[src/kpsc_pkg.sv]
// Package for the keypad stepper controller: types, codes and pattern tables.
package kpsc_pkg;

  typedef enum logic [1:0] {
    MODE_SCAN   = 2'd0,
    MODE_SETTLE = 2'd1,
    MODE_RIGHT  = 2'd2,
    MODE_LEFT   = 2'd3
  } mode_t;

  // Configuration register indexes
  localparam logic [1:0] CFG_SPEED_STEP    = 2'd0;
  localparam logic [1:0] CFG_SPEED_FLOOR   = 2'd1;
  localparam logic [1:0] CFG_SPEED_CEILING = 2'd2;
  localparam logic [1:0] CFG_SETTLE_TICKS  = 2'd3;

  localparam logic [4:0] RST_SPEED_STEP    = 5'd5;
  localparam logic [6:0] RST_SPEED_FLOOR   = 7'd5;
  localparam logic [6:0] RST_SPEED_CEILING = 7'd100;
  localparam logic [6:0] RST_SETTLE_TICKS  = 7'd120;
  localparam logic [6:0] RST_SPEED         = 7'd50;
  localparam logic [3:0] RST_ROW_LATCH     = 4'd7;

  localparam logic [4:0] KEY_FASTER = 5'd2;
  localparam logic [4:0] KEY_RIGHT  = 5'd3;
  localparam logic [4:0] KEY_SLOWER = 5'd6;
  localparam logic [4:0] KEY_LEFT   = 5'd7;

  localparam int IN_TDATA_W  = 8;
  localparam int OUT_TDATA_W = 24;

  typedef struct packed {
    logic [4:0] speed_step;
    logic [6:0] speed_floor;
    logic [6:0] speed_ceiling;
    logic [6:0] settle_ticks;
  } cfg_t;

  typedef struct packed {
    mode_t      mode_now;
    logic [4:0] decided_key;
    logic [6:0] speed_value;
    logic [3:0] coil_pattern;
    logic [3:0] row_drive;
  } res_t;

  function automatic logic [3:0] row_pat(input logic [1:0] row);
    case (row)
      2'd0:    row_pat = 4'd7;
      2'd1:    row_pat = 4'd11;
      2'd2:    row_pat = 4'd13;
      default: row_pat = 4'd14;
    endcase
  endfunction

  function automatic logic [3:0] right_pat(input logic [1:0] ph);
    case (ph)
      2'd0:    right_pat = 4'd10;
      2'd1:    right_pat = 4'd6;
      2'd2:    right_pat = 4'd5;
      default: right_pat = 4'd9;
    endcase
  endfunction

  function automatic logic [3:0] left_pat(input logic [1:0] ph);
    case (ph)
      2'd0:    left_pat = 4'd9;
      2'd1:    left_pat = 4'd5;
      2'd2:    left_pat = 4'd6;
      default: left_pat = 4'd10;
    endcase
  endfunction

endpackage

[src/kpsc_cfg.sv]
// Configuration register bank for the keypad stepper controller.
module kpsc_cfg (
  input  logic                 clk,
  input  logic                 rst,
  input  logic                 wr_en,
  input  logic [1:0]           wr_index,
  input  logic [7:0]           wr_data,
  output kpsc_pkg::cfg_t       cfg
);

  always_ff @(posedge clk) begin
    if (rst) begin
      cfg.speed_step    <= kpsc_pkg::RST_SPEED_STEP;
      cfg.speed_floor   <= kpsc_pkg::RST_SPEED_FLOOR;
      cfg.speed_ceiling <= kpsc_pkg::RST_SPEED_CEILING;
      cfg.settle_ticks  <= kpsc_pkg::RST_SETTLE_TICKS;
    end else if (wr_en) begin
      unique case (wr_index)
        kpsc_pkg::CFG_SPEED_STEP:    cfg.speed_step    <= wr_data[4:0];
        kpsc_pkg::CFG_SPEED_FLOOR:   cfg.speed_floor   <= wr_data[6:0];
        kpsc_pkg::CFG_SPEED_CEILING: cfg.speed_ceiling <= wr_data[6:0];
        kpsc_pkg::CFG_SETTLE_TICKS:  cfg.settle_ticks  <= wr_data[6:0];
        default: ;
      endcase
    end
  end

endmodule

[src/kpsc_core.sv]
// Scan and stepper state with the per-tick next-state and result logic.
module kpsc_core (
  input  logic            clk,
  input  logic            rst,
  input  logic            step,
  input  logic [3:0]      column_levels,
  input  kpsc_pkg::cfg_t  cfg,
  output kpsc_pkg::res_t  res
);

  kpsc_pkg::mode_t mode_reg, mode_reg_next;
  logic [1:0] row_index, row_index_next;
  logic [4:0] key_accum, key_accum_next;
  logic [6:0] speed_reg, speed_reg_next;
  logic [1:0] phase_index, phase_index_next;
  logic [6:0] tick_count, tick_count_next;
  logic [3:0] row_latch, row_latch_next;

  logic [4:0] key_scan;
  logic       scan_end;
  logic [4:0] decided;
  logic [6:0] hold;
  logic [6:0] tick_dec;
  logic [7:0] speed_sum;
  logic signed [8:0] speed_diff;
  logic [6:0] speed_up;
  logic [6:0] speed_down;

  // last pressed column in this row wins over earlier ones
  always_comb begin
    key_scan = key_accum;
    for (int c = 0; c < 4; c++) begin
      if (!column_levels[c]) key_scan = {1'b0, row_index, 2'(c)} + 5'd1;
    end
  end

  assign scan_end   = (row_index == 2'd3);
  assign decided    = scan_end ? key_scan : 5'd0;
  assign hold       = (speed_reg == 7'd0) ? 7'd1 : speed_reg;
  assign tick_dec   = (tick_count != 7'd0) ? tick_count - 7'd1 : 7'd0;
  assign speed_sum  = {1'b0, speed_reg} + {3'b0, cfg.speed_step};
  assign speed_diff = $signed({2'b0, speed_reg}) - $signed({4'b0, cfg.speed_step});
  assign speed_up   = (speed_sum >= {1'b0, cfg.speed_ceiling}) ? cfg.speed_ceiling
                                                               : speed_sum[6:0];
  assign speed_down = (speed_diff <= $signed({2'b0, cfg.speed_floor})) ? cfg.speed_floor
                                                                      : speed_diff[6:0];

  // next mode
  always_comb begin
    mode_reg_next = mode_reg;
    unique case (mode_reg)
      kpsc_pkg::MODE_SCAN: begin
        if (scan_end) begin
          if (decided == kpsc_pkg::KEY_FASTER || decided == kpsc_pkg::KEY_SLOWER) begin
            mode_reg_next = (cfg.settle_ticks == 7'd0) ? kpsc_pkg::MODE_SCAN
                                                       : kpsc_pkg::MODE_SETTLE;
          end else if (decided == kpsc_pkg::KEY_RIGHT) begin
            mode_reg_next = kpsc_pkg::MODE_RIGHT;
          end else if (decided == kpsc_pkg::KEY_LEFT) begin
            mode_reg_next = kpsc_pkg::MODE_LEFT;
          end
        end
      end
      kpsc_pkg::MODE_SETTLE: begin
        if (tick_dec == 7'd0) mode_reg_next = kpsc_pkg::MODE_SCAN;
      end
      kpsc_pkg::MODE_RIGHT, kpsc_pkg::MODE_LEFT: begin
        if (tick_dec == 7'd0 && phase_index == 2'd3) mode_reg_next = kpsc_pkg::MODE_SCAN;
      end
      default: mode_reg_next = kpsc_pkg::MODE_SCAN;
    endcase
  end

  // datapath and result
  always_comb begin
    row_index_next   = row_index;
    key_accum_next   = key_accum;
    speed_reg_next   = speed_reg;
    phase_index_next = phase_index;
    tick_count_next  = tick_count;
    row_latch_next   = row_latch;
    res.coil_pattern = 4'd0;
    unique case (mode_reg)
      kpsc_pkg::MODE_SCAN: begin
        row_latch_next = kpsc_pkg::row_pat(row_index);
        if (scan_end) begin
          key_accum_next = 5'd0;
          row_index_next = 2'd0;
          if (decided == kpsc_pkg::KEY_FASTER || decided == kpsc_pkg::KEY_SLOWER) begin
            speed_reg_next = (decided == kpsc_pkg::KEY_FASTER) ? speed_up : speed_down;
            if (cfg.settle_ticks != 7'd0) tick_count_next = cfg.settle_ticks;
          end else if (decided == kpsc_pkg::KEY_RIGHT || decided == kpsc_pkg::KEY_LEFT) begin
            phase_index_next = 2'd0;
            tick_count_next  = hold;
          end
        end else begin
          key_accum_next = key_scan;
          row_index_next = row_index + 2'd1;
        end
      end
      kpsc_pkg::MODE_SETTLE: begin
        tick_count_next = tick_dec;
      end
      kpsc_pkg::MODE_RIGHT, kpsc_pkg::MODE_LEFT: begin
        res.coil_pattern = (mode_reg == kpsc_pkg::MODE_RIGHT) ?
                           kpsc_pkg::right_pat(phase_index) : kpsc_pkg::left_pat(phase_index);
        tick_count_next = tick_dec;
        if (tick_dec == 7'd0) begin
          if (phase_index == 2'd3) begin
            phase_index_next = 2'd0;
            row_index_next   = 2'd0;
            key_accum_next   = 5'd0;
          end else begin
            phase_index_next = phase_index + 2'd1;
            tick_count_next  = hold;
          end
        end
      end
      default: ;
    endcase
    res.row_drive   = row_latch_next;
    res.speed_value = speed_reg_next;
    res.decided_key = (mode_reg == kpsc_pkg::MODE_SCAN) ? decided : 5'd0;
    res.mode_now    = mode_reg;
  end

  always_ff @(posedge clk) begin
    if (rst) begin
      mode_reg    <= kpsc_pkg::MODE_SCAN;
      row_index   <= 2'd0;
      key_accum   <= 5'd0;
      speed_reg   <= kpsc_pkg::RST_SPEED;
      phase_index <= 2'd0;
      tick_count  <= 7'd0;
      row_latch   <= kpsc_pkg::RST_ROW_LATCH;
    end else if (step) begin
      mode_reg    <= mode_reg_next;
      row_index   <= row_index_next;
      key_accum   <= key_accum_next;
      speed_reg   <= speed_reg_next;
      phase_index <= phase_index_next;
      tick_count  <= tick_count_next;
      row_latch   <= row_latch_next;
    end
  end

endmodule

[src/keypad_stepper_controller_unit.sv]
// The result item for an accepted tick item is registered into the output register as that tick item is accepted.
// Throughput: one tick item per clock; the output register frees as its item is taken,
// so input ready follows the output side only when that register is full.
// Reset (rst, synchronous, active high): scanning at row 0, speed 50, coils off,
// configuration registers to their defaults, output register empty.
// Configuration writes complete in the cycle they are offered.
module keypad_stepper_controller_unit (
  input  logic                                 clk,
  input  logic                                 rst,
  input  logic                                 s_tvalid,
  output logic                                 s_tready,
  input  logic [kpsc_pkg::IN_TDATA_W-1:0]      s_tdata,   // [3:0] column_levels
  output logic                                 m_tvalid,
  input  logic                                 m_tready,
  output logic [kpsc_pkg::OUT_TDATA_W-1:0]     m_tdata,   // [3:0] row_drive, [7:4] coil_pattern,
                                                          // [14:8] speed_value,
                                                          // [19:15] decided_key,
                                                          // [21:20] mode_now
  input  logic                                 cfg_valid,
  output logic                                 cfg_ready,
  input  logic [1:0]                           cfg_index,
  input  logic [7:0]                           cfg_data
);

  kpsc_pkg::cfg_t cfg;
  kpsc_pkg::res_t res;
  logic           in_fire;
  logic [21:0]    out_data;

  assign cfg_ready = 1'b1;
  assign s_tready  = !m_tvalid || m_tready;
  assign in_fire   = s_tvalid && s_tready;

  kpsc_cfg u_cfg (
    .clk      (clk),
    .rst      (rst),
    .wr_en    (cfg_valid && cfg_ready),
    .wr_index (cfg_index),
    .wr_data  (cfg_data),
    .cfg      (cfg)
  );

  kpsc_core u_core (
    .clk           (clk),
    .rst           (rst),
    .step          (in_fire),
    .column_levels (s_tdata[3:0]),
    .cfg           (cfg),
    .res           (res)
  );

  always_ff @(posedge clk) begin
    if (rst) begin
      m_tvalid <= 1'b0;
    end else if (s_tready) begin
      m_tvalid <= s_tvalid;
    end
  end

  always_ff @(posedge clk) begin
    if (in_fire) begin
      out_data <= res;
    end
  end

  assign m_tdata = {2'b00, out_data};

  // coils are driven only while turning
  a_coil_off: assert property (@(posedge clk) disable iff (rst)
    m_tvalid && !m_tdata[21] |-> m_tdata[7:4] == 4'd0)
    else $error("coil pattern active outside turning");

  // a key is reported only by a scanning tick
  a_key_scan: assert property (@(posedge clk) disable iff (rst)
    m_tvalid && m_tdata[19:15] != 5'd0 |-> m_tdata[21:20] == kpsc_pkg::MODE_SCAN)
    else $error("key decided outside scanning");

  // exactly one row is driven low
  a_one_row: assert property (@(posedge clk) disable iff (rst)
    m_tvalid |-> $countones(m_tdata[3:0]) == 3)
    else $error("row drive not one-cold");

  // a result taken with no new item leaves the output register empty
  a_drain: assert property (@(posedge clk) disable iff (rst)
    m_tvalid && m_tready && !s_tvalid |=> !m_tvalid)
    else $error("stale result after drain");

endmodule
[config.mk]
export PLATFORM = sky130hd
export DESIGN_NAME = keypad_stepper_controller_unit
export DESIGN_NICKNAME = d
export VERILOG_FILES = /design/src/kpsc_pkg.sv /design/src/kpsc_cfg.sv /design/src/kpsc_core.sv /design/src/keypad_stepper_controller_unit.sv
export SDC_FILE = /design/constraint.sdc
export NUM_CORES = 1
export LEC_CHECK = 0
export BUFFER_PORTS_ARGS = -buffer_cell sky130_fd_sc_hd__buf_2
export CAP_MARGIN = 40
export CORE_MARGIN = 4
export CORE_UTILIZATION = 58
export DETAILED_ROUTE_END_ITERATION = 16
export GPL_TIMING_DRIVEN = 0
export PLACE_DENSITY = 0.79
export SKIP_LAST_GASP = 1
export SLEW_MARGIN = 25
export SYNTH_ARGS = -nofsm -noshare
export SYNTH_HDL_FRONTEND = slang
export SYNTH_SLANG_ARGS = --single-unit
[constraint.sdc]
create_clock -name clk -period 3.85 [get_ports clk]
set_input_delay 0.1925 -clock clk [delete_from_list [all_inputs] [get_ports clk]]
set_output_delay 0.1925 -clock clk [all_outputs]
set_load 0.1 [all_outputs]
After elaboration in Yosys (flattened, before gate mapping)
Cells that the tools add are included.
{"block": "word_totals", "in_bits": 23, "regBits": 78, "elab_cells": 124}
{"block": "classes", "mux": 47, "addsub": 9, "n_lt_le_gt_ge": 2, "n_eq_ne": 26, "n_reduce_logical": 25}
{"op": "two-way mux 7 bit", "n": 14}
{"op": "two-way mux 5 bit", "n": 8}
{"op": "case mux 4 bit (3 select lines)", "n": 3}
{"op": "two-way mux 2 bit", "n": 14}
{"op": "logical NOT 7 bit", "n": 3}
{"op": "case mux 7 bit (3 select lines)", "n": 1}
{"op": "adder 4 x 1 -> 5 bit, second input constant", "n": 4}
{"op": "== test 2 bit, second input constant", "n": 8}
{"op": "nonzero test 7 bit", "n": 2}
{"op": "inequality test 2 x 1 -> 1 bit, second input constant", "n": 6}
{"op": "== test 5 x 2 -> 1 bit, second input constant", "n": 2}
{"op": "== test 5 x 3 -> 1 bit, second input constant", "n": 2}
{"op": "case mux 5 bit (2 select lines)", "n": 1}
{"op": "less-or-equal comparator 9 x 8 -> 1 bit", "n": 1}
{"op": "adder 7 x 5 -> 8 bit", "n": 1}
{"op": "== test 2 x 1 -> 1 bit, second input constant", "n": 4}
{"op": ">= comparator 8 x 7 -> 1 bit", "n": 1}
{"op": "logical NOT 2 bit", "n": 4}
{"op": "two-way mux 4 bit", "n": 2}
{"op": "case mux 2 bit (2 select lines)", "n": 2}
{"op": "AND reduction 2 bit", "n": 4}
{"op": "AND reduction 4 bit", "n": 2}
{"op": "subtractor 7 x 5 -> 8 bit", "n": 1}
{"op": "subtractor 7 x 1 -> 7 bit, second input constant", "n": 1}
{"op": "14 further kinds", "n": 18}

Logic depth before layout (Yosys ltp)
{"block": "depth", "ltp_word": 12, "ltp_mapped": 14, "ltp_nobuf": 14}

By module
Synthesis repeated with hierarchy kept, for this count alone.
{"block": "unflattened", "hier_cells": 538, "area_unflattened_um2": 4852.2}
{"module": "kpsc_core", "instances": 1, "cells_per_inst": 401, "area_per_inst_um2": 3035.4, "seq_area_each_um2": 580.6}
{"module": "kpsc_cfg", "instances": 1, "cells_per_inst": 105, "area_per_inst_um2": 1071.0, "seq_area_each_um2": 520.5}
{"module": "keypad_stepper_controller_unit", "instances": 1, "cells_per_inst": 32, "area_per_inst_um2": 745.7, "seq_area_each_um2": 680.7}

Least setup slack after synthesis
No wires, ideal clock.
{"block": "synth_timing", "path_kind": "flip-flop to flip-flop", "startpoint": "reg m_tvalid", "endpoint": "reg u_core.key_accum[0]", "arrival_ps": 3521, "required_ps": 3790, "slack_ps": 269, "period_less_slack_ps": 3581, "path_buffers": 1, "path_stages_with_launch": 8, "path_cell_list": "dfxtp_1 -> nand2b_1 -> nand2_1 -> inv_2 -> clkbuf_1 -> nand2_1 -> a211oi_1 -> a41o_1"}
{"block": "synth_between", "elab_chain_len": 4}
{"item": "from (decl)", "line": "keypad_stepper_controller_unit.sv:13", "source": "output logic m_tvalid,"}
{"item": "from (signal assigned)", "line": "keypad_stepper_controller_unit.sv:56", "source": "m_tvalid <= s_tvalid;"}
{"item": "logical NOT 1 bit", "line": "keypad_stepper_controller_unit.sv:31", "source": "assign s_tready = !m_tvalid || m_tready;"}
{"item": "logical OR 1 bit", "line": "keypad_stepper_controller_unit.sv:31"}
{"item": "named net s_tready", "line": "keypad_stepper_controller_unit.sv:11", "source": "output logic s_tready,"}
{"item": "logical AND 1 bit", "line": "keypad_stepper_controller_unit.sv:32", "source": "assign in_fire = s_tvalid && s_tready;"}
{"item": "named net in_fire", "line": "keypad_stepper_controller_unit.sv:27", "source": "logic in_fire;"}
{"item": "AND reduction 4 bit (no line)"}
{"item": "to (signal assigned)", "line": "kpsc_core.sv:139", "source": "key_accum <= key_accum_next;"}
{"item": "to (decl)", "line": "kpsc_core.sv:13", "source": "logic [4:0] key_accum, key_accum_next;"}
The timed path passes the listed nets, and every way through them passes these cells.
A chain may end at the register's enable or synchronous reset.

==> run summary <==
worst reg2reg setup slack: 240 ps
number of pins exceeding their max-slew limit in the final report: 0
clock net sink count: 78
post-synthesis sequential area ratio: 36.1%
crit path capture type: register
number of cells on the worst reg-to-reg path: 13
source-to-sink clock delay at the later pin of the worst-skew pair: 360 ps
Post-CTS Setup Bufs: 0
total iterations of the first detailed-routing run: 7
buffers from clock root to sink, at most: 2
CTS tree: done
total via count after detailed routing: 4,701
Area Overhead vs Synth: 11.2%
number of enable-type register cells in the synthesized netlist: 22
critical setup path kind: register to register
routed metal-1 wirelength: 5.68 mm
area fraction of the dominant cell type after synthesis: 22.7%
DR WL/cell: 17.4 um
core area: 0.00826 mm^2
Leak: 0.00227 uW
Finish-stage setup viols: 0
met2 wire len: 6.15 mm
peak clock frequency supported by timing: 277 MHz
first-pass GRT wire length: 21.3 mm
first-iteration detailed-routing DRC count: 405
antenna diode instance count: 0
data arrival time at the worst-slack endpoint: 3800 ps
number of warnings reported in the yosys synthesis log: 0
clock root buffer: sky130_fd_sc_hd__clkbuf_8
via count of the first global-routing pass: 4,359
Final Net Count: 704
average cell area after synthesis: 8.36 um^2
Setup crit start: u_core.speed_reg[2]
detailed placement HPWL: 10.2 mm
register with the most flip-flops: u_cfg.cfg
amount of wire on met3 after detailed routing: 1.13 mm
actual transition at the worst max-transition pin: 784 ps
Hold Path Cell Cnt: 3
number of instances resized during post-cts repair: 0
maximum number of pins on one net before global-route repair: 32
final RePlAce weighted congestion: 0.948
top-level port count: 50
RSZ-0062 raised after global routing: false
overall routed net length: 13.2 mm
H-tree depth: 3
Distinct cells, synth: 71
async set-reset flop share out of synthesis: 0%
area of the multi-input gates: 0.00289 mm^2
dominant register cell in the synthesized netlist: sky130_fd_sc_hd__dfxtp_1
Worst setup endpoint: out_data[9]
Die Footprint: 0.0100 mm^2
PortBufs: 41
fraction of final layout cells with drive strength greater than 1: 13.7%
Reg-to-Reg Start: u_core.speed_reg[2]
number of antenna violations at the first check in global routing: 0
PD cells: 340 mW/mm^2
most frequent cells in the layout: sky130_fd_sc_hd__nand2_1, sky130_fd_sc_hd__dfxtp_1, sky130_fd_sc_hd__nor2_1, sky130_fd_sc_hd__buf_2, sky130_fd_sc_hd__a21oi_1
endpoint of the worst register-to-register path: out_data[9]
instance count after placement with tap cells included: 738
Finished Layout Cells: 754
maximum fanout count along the critical path: 8
sequential cell area: 0.00178 mm^2
VDD IR-drop max: 271 uV
number of buffers inserted by hold repair at cts: 0
registers with the highest flip-flop counts: u_cfg.cfg (26), out_data (22)
remaining number of nets flagged by the antenna check after routing: 0
number of synthesized register bits: 78
Fin Clk Skew: 13.3 ps
Remaining DRCs: 0
Critical Path Source Type: register
vertical extent of the die: 100 um
Die Span X: 100 um
cell type with the largest total area after synthesis: sky130_fd_sc_hd__dfxtp_1
Slew headroom: 47.5%
clock slew at the register clock pins of the worst setup and hold paths: 90 ps
Setup TNS: 0 ps
Filler cells: 706
most frequent standard cell in the layout excluding fill and tap cells: sky130_fd_sc_hd__nand2_1
highest metal layer used by the detailed router: met4
flip-flop count of the largest register, all copies and words added: 26
initial standard-cell utilization of the core: 59.7%
netlist area before placement: 0.00493 mm^2
Rows: 33
max-cap violation count: 0
status: finished, final reports clean
CP required: 4030 ps
Synth area leaders: sky130_fd_sc_hd__dfxtp_1, sky130_fd_sc_hd__edfxtp_1, sky130_fd_sc_hd__ha_1
final hold viol count: 0
leftover overflow at the end of global routing: 0
global-route total usage across every layer: 26.6%
minimum period implied by the final worst setup slack: 3610 ps
class of the tightest hold or removal check: input pin to register
share of the cycle needed by the critical path after routing: 93.9%
number of standard cells after synthesis: 590
total CTS buffers: 9
via density per instance: 6.23
worst min-delay path by stage:
stage | start | slack [ps] | endpoint
6_report | s_tvalid | 60 | m_tvalid
5_1_grt | s_tvalid | 80 | m_tvalid
4_1_cts | s_tvalid | 60 | m_tvalid
3_5_place_dp | u_core.mode_reg[0] | 440 | out_data[20]
3_3_place_gp | u_core.mode_reg[0] | 410 | out_data[20]
2_1_floorplan | cfg_data[0] | 320 | u_cfg.cfg[14]
per-stage QoR:
step | util [%] | total power [uW] | worst slack, ps | area [um^2] | hold WS [ps]
2_1_floorplan | - | 1160 | 269 | 4930 | 316
3_3_place_gp | 63.8 | 1230 | 221 | 5270 | 413
3_5_place_dp | 63.9 | 1240 | 188 | 5280 | 440
4_1_cts | 66.3 | 1860 | 159 | 5470 | 63.6
5_1_grt | 66.4 | 1930 | 46.4 | 5480 | 79.1
6_report | 66.4 | 1860 | 236 | 5480 | 64.6
final cells by class:
type | count | area share (%)
clock buffer | 10 | 2.33
buffer | 25 | 2.10
inverter | 41 | 2.81
sequential | 78 | 32.5
tap | 105 | 2.40
multi-input combinational | 447 | 52.8
clock inverter | 6 | 1.26
timing repair buffer | 42 | 3.84
routing by layer:
layer,GRT usage (%),vias up
met5,0,-
met4,7.56,0
met3,4.73,28
met2,43.7,217
met1,36.0,2207
li1,-,2249
cells in the mapped netlist (3+ instances only):
master / number
sky130_fd_sc_hd__nand2_1: 74
sky130_fd_sc_hd__dfxtp_1: 56
sky130_fd_sc_hd__nor2_1: 52
sky130_fd_sc_hd__a21oi_1: 44
sky130_fd_sc_hd__inv_1: 40
sky130_fd_sc_hd__ha_1: 35
sky130_fd_sc_hd__o21ai_0: 23
sky130_fd_sc_hd__edfxtp_1: 22
sky130_fd_sc_hd__nand3_1: 21
sky130_fd_sc_hd__clkbuf_1: 15
sky130_fd_sc_hd__o21ai_1: 14
sky130_fd_sc_hd__o211ai_1: 11
sky130_fd_sc_hd__nor2b_1: 10
sky130_fd_sc_hd__nor3_1: 10
sky130_fd_sc_hd__a31oi_1: 9
sky130_fd_sc_hd__nand4_1: 9
sky130_fd_sc_hd__o21a_1: 9
sky130_fd_sc_hd__a221oi_1: 8
sky130_fd_sc_hd__and3_1: 7
sky130_fd_sc_hd__buf_2: 7
sky130_fd_sc_hd__o22ai_1: 7
sky130_fd_sc_hd__mux2i_1: 6
sky130_fd_sc_hd__xnor2_1: 6
sky130_fd_sc_hd__a21o_1: 5
sky130_fd_sc_hd__and2_1: 5
sky130_fd_sc_hd__o31ai_1: 5
sky130_fd_sc_hd__a211oi_1: 4
sky130_fd_sc_hd__nand2b_1: 4
sky130_fd_sc_hd__o211a_1: 4
sky130_fd_sc_hd__or2_1: 4
sky130_fd_sc_hd__or3_1: 4
sky130_fd_sc_hd__or4_1: 4
sky130_fd_sc_hd__a41o_1: 3
sky130_fd_sc_hd__buf_4: 3
sky130_fd_sc_hd__nor3b_1: 3
sky130_fd_sc_hd__o31a_1: 3
sky130_fd_sc_hd__or2_2: 3
critical path: stages (launching register included):
cell and delay [ps]:
sky130_fd_sc_hd__dfxtp_1 500, sky130_fd_sc_hd__ha_1 290, sky130_fd_sc_hd__buf_2 170, sky130_fd_sc_hd__nor2b_1 150
sky130_fd_sc_hd__o31a_1 270, sky130_fd_sc_hd__or4_1 430, sky130_fd_sc_hd__nand2_1 100, sky130_fd_sc_hd__ha_1 260
sky130_fd_sc_hd__a211oi_1 230, sky130_fd_sc_hd__o21a_1 190, sky130_fd_sc_hd__a21o_1 210, sky130_fd_sc_hd__nor3_1 80
sky130_fd_sc_hd__or3_1 320, sky130_fd_sc_hd__a31oi_1 220
logic make-up (layout without fill, tap and decap cells):
group	after synthesis	count (layout)	share of synthesized area, %
simple gates	221	221	22.0
compound gates	172	172	23.9
flops	78	78	36.1
buf+inv	66	124	5.43
fa+ha+maj	37	37	9.70
xor+xnor	8	8	1.42
mux	6	6	1.22
other cells	2	3	0.152
report_power, final:
group / internal (uW) / total, uW / leakage, uW / switching [uW]
clock network: 305 / 632 / 0.0000973 / 327
logic: 94.7 / 344 / 0.00151 / 249
registers: 870 / 888 / 0.000661 / 17.4
total: 1270 / 1860 / 0.00227 / 594
Note: power is estimated with default switching activity, not from simulation.
